==> src/design/rft_ram.sv <==
// Generic single write port, single read port RAM with a registered read.
// Used for the region table. No dependencies.
module rft_ram #(
    parameter int WIDTH = 8,
    parameter int DEPTH = 2
) (
    input  logic                     i_clk,
    input  logic                     i_we,
    input  logic [$clog2(DEPTH)-1:0] i_waddr,
    input  logic [WIDTH-1:0]         i_wdata,
    input  logic [$clog2(DEPTH)-1:0] i_raddr,
    output logic [WIDTH-1:0]         o_rdata
);

    logic [WIDTH-1:0] r_mem [DEPTH];
    logic [WIDTH-1:0] r_rdata;

    always_ff @(posedge i_clk) begin
        if (i_we) begin
            r_mem[i_waddr] <= i_wdata;
        end
        r_rdata <= r_mem[i_raddr];
    end

    assign o_rdata = r_rdata;

endmodule

==> config.mk <==
export PLATFORM = sky130hd
export DESIGN_NAME = rft_ram
export DESIGN_NICKNAME = d
export VERILOG_FILES = /design/src/design/rft_ram.sv
export SDC_FILE = /design/constraint.sdc
export NUM_CORES = 1
export LEC_CHECK = 0
export BUFFER_PORTS_ARGS = -buffer_cell sky130_fd_sc_hd__buf_4
export CAP_MARGIN = 20
export CORE_AREA = 5 5 45 47
export CTS_CLUSTER_DIAMETER = 100
export DETAILED_ROUTE_END_ITERATION = 16
export DIE_AREA = 0 0 50 52
export HOLD_SLACK_MARGIN = 0.1
export PLACE_DENSITY = 0.76
export SYNTH_ARGS = -nofsm -noshare
export SYNTH_HDL_FRONTEND = slang
export SYNTH_SLANG_ARGS = --single-unit
==> constraint.sdc <==
create_clock -name i_clk -period 1.7 [get_ports i_clk]
set_input_delay 0.085 -clock i_clk [delete_from_list [all_inputs] [get_ports i_clk]]
set_output_delay 0.085 -clock i_clk [all_outputs]
set_load 0.02 [all_outputs]
==> results.json <==
{
  "status": "complete, no violations",
  "layout_commonest_cell": "buf_4",
  "clk_latency_ns": 0.30,
  "grt_max_degree": 13,
  "critPathKind": "reg -> out",
  "crit_chain": "buf_4",
  "post-route-period-util_pct": 50.52,
  "postRouteAntennaNets": 0,
  "drv_cap": 0,
  "fp.dieW_um": 50,
  "power.leakage_nw": 0.4267,
  "clockBufferDepth": 2,
  "syn-cell-area_um2": 784.5,
  "ioPinCount": 20,
  "avgSynthCellArea_um2": 22.41,
  "rsz0062_at_grt": "no",
  "slew_viol_final": 0,
  "p_int_w": 0.0008262,
  "p_per_area_nw_per_um2": 999.2,
  "vias": 381,
  "grt-ovfl-total": 0,
  "drc": 0,
  "setup_viol": 0,
  "worst-path-buf-inv": 1,
  "antenna_found_initial": 0,
  "die_y_um": 52,
  "synthCells": 35,
  "slew_headroom_pct": 56.20,
  "design.core.area_um2": 1614,
  "power.switching_w": 0.0002127,
  "vdd_drop_max_v": 0.0005619,
  "finClkSkew_ns": 0.0005719,
  "muxShareOfSynthArea_pct": 15.31,
  "drive_gt1_share_pct": 46.88,
  "num_rows": 15,
  "swShare_pct": 20.48,
  "p_comb_share_pct": 12.2,
  "nFillCells": 111,
  "grt_usage_pct": 8.919,
  "slowest_stage": "dfxtp_1",
  "most-common-layout-cells": "19 x buf_4, 16 x edfxtp_1, 8 x mux2_4, 8 x dlygate4sd3_1, 8 x dfxtp_1",
  "synthXorXnorAreaFrac_pct": 0,
  "required_ns": 1.62,
  "yosys.area_share.simple_pct": 1.595,
  "p_total_w": 0.001039,
  "drtPass1Iterations": 2,
  "finalCriticalPeriod_ns": 0.8588,
  "cts_made_buffers": 3,
  "area_growth_pct": 32.54,
  "avgRoutedWirePerCell_um": 12.73,
  "clkTransAtPathRegs_ns": 0.11,
  "worst-path-max-fanout": 1,
  "viasPerCell": 4.704,
  "p_clk_share_pct": 22.5,
  "synth_compound_area_share_pct": 0,
  "drt-initial-drc-count": 4,
  "root_buffer": "clkbuf_4",
  "ys_top_cells_by_area": "edfxtp_1 61%, dfxtp_1 20%, mux2_4 15%",
  "numClockSinks": 24,
  "yosysTopAreaCell": "edfxtp_1",
  "seq_area_frac_synth_pct": 81.66,
  "dieArea_um2": 2600,
  "start_kind": "register",
  "worst_pin_slew_ns": 0.6557,
  "synthDistinctLibCells": 6,
  "post_cts_buffers": 0,
  "crit_arrival_ns": 0.77,
  "first_global_vias": 351,
  "wl_um": 1031,
  "cts_tree": "done",
  "synth_top_area_share_pct": 61.24,
  "start_util_pct": 48.60,
  "htree_num_levels": 1,
  "nets": 78,
  "crit_path_end_kind": "output port",
  "syn-num-nets": 47,
  "gp_congestion": 0.6507,
  "n_antenna_cell": 0,
  "portBuffers": 19,
  "synth_top_family_by_area": "multiplexers",
  "grt_pass1_wl_um": 1531,
  "setup-tns-final_ns": 0,
  "slowest_delay_ns": 0.34,
  "critPathTopFamily": "flip-flops",
  "synth-seq-cells": 24,
  "synthAdderAreaFrac_pct": 0,
  "yosys_warnings": 0,
  "worstHoldPathType": "in -> reg",
  "final-hold-violation-count": 0,
  "post_cts_resized": 0,
  "timing.fmax_mhz": 1164,
  "seqPwrFrac_pct": 65.3
}
stage by stage:
step	cells	utilization, %	area (um2)	setup slack, ns	hold WS, ns
after floorplan	35	-	784.5	0.8216	0.1839
after global placement	70	58.06	937.1	0.6409	0.2711
after detailed placement	70	58.06	937.1	0.5938	0.2731
after CTS	81	64.42	1040	0.8233	0.1409
after global routing	81	64.42	1040	0.7883	0.1228
final	81	64.42	1040	0.8412	0.1409
cell families after synthesis:
family                 count (synthesis)
DFF                                   24
muxes                                  8
and+or+nand+nor                        2
buffers and inverters                  1
routing by layer:
layer	up-vias	routed length [um]	GRT usage (%)
met5	-	0	0
met2	16	544	15.06
li1	187	-	-
met3	3	90	4.011
met4	0	32	7.860
met1	175	364	7.792
power groups by stage:
stage	registers (W)	clock network [W]	logic (W)
after floorplan	0.000713	0	0.0000402
after global placement	0.000691	0	0.000113
after detailed placement	0.000693	0	0.000114
after CTS	0.000679	0.000240	0.000128
after global routing	0.000682	0.000277	0.000135
final	0.000678	0.000233	0.000127
cell usage after synthesis:
cell type  instances
and2_1             1
edfxtp_1          16
buf_6              1
dfxtp_1            8
mux2_4             8
nor2b_1            1
flip-flops by register name, indices dropped and copies added, names as in the netlist:
signal	cells
r_mem	16
o_rdata	8
final timing paths:
kind,endpoint,depth (start not counted),slack (ns),from
worst max-delay path,o_rdata[5],1,0.84,o_rdata[5]
worst min-delay path,o_rdata[4],2,0.14,i_raddr
worst max register to register,o_rdata[6],1,0.95,r_mem[0][6]
worst min register to register,o_rdata[2],1,0.48,r_mem[1][2]
layout make-up:
type                    count  area (um2)  share of cell area (%)
flip-flops and latches     24       640.6                   61.61
repair buffers             27       222.7                   21.42
multi-input cells          10       132.6                   12.76
clock buffers               3       22.52                   2.166
well taps                  17       21.27                   2.046
timing repair:
action | 4_1_cts | 5_1_grt
endpoints found under the hold margin | 16 | 0
hold buffers | 8 | 0
endpoints found under the setup margin | 0 | 0
No activity file was read; power rests on OpenSTA's default activity.
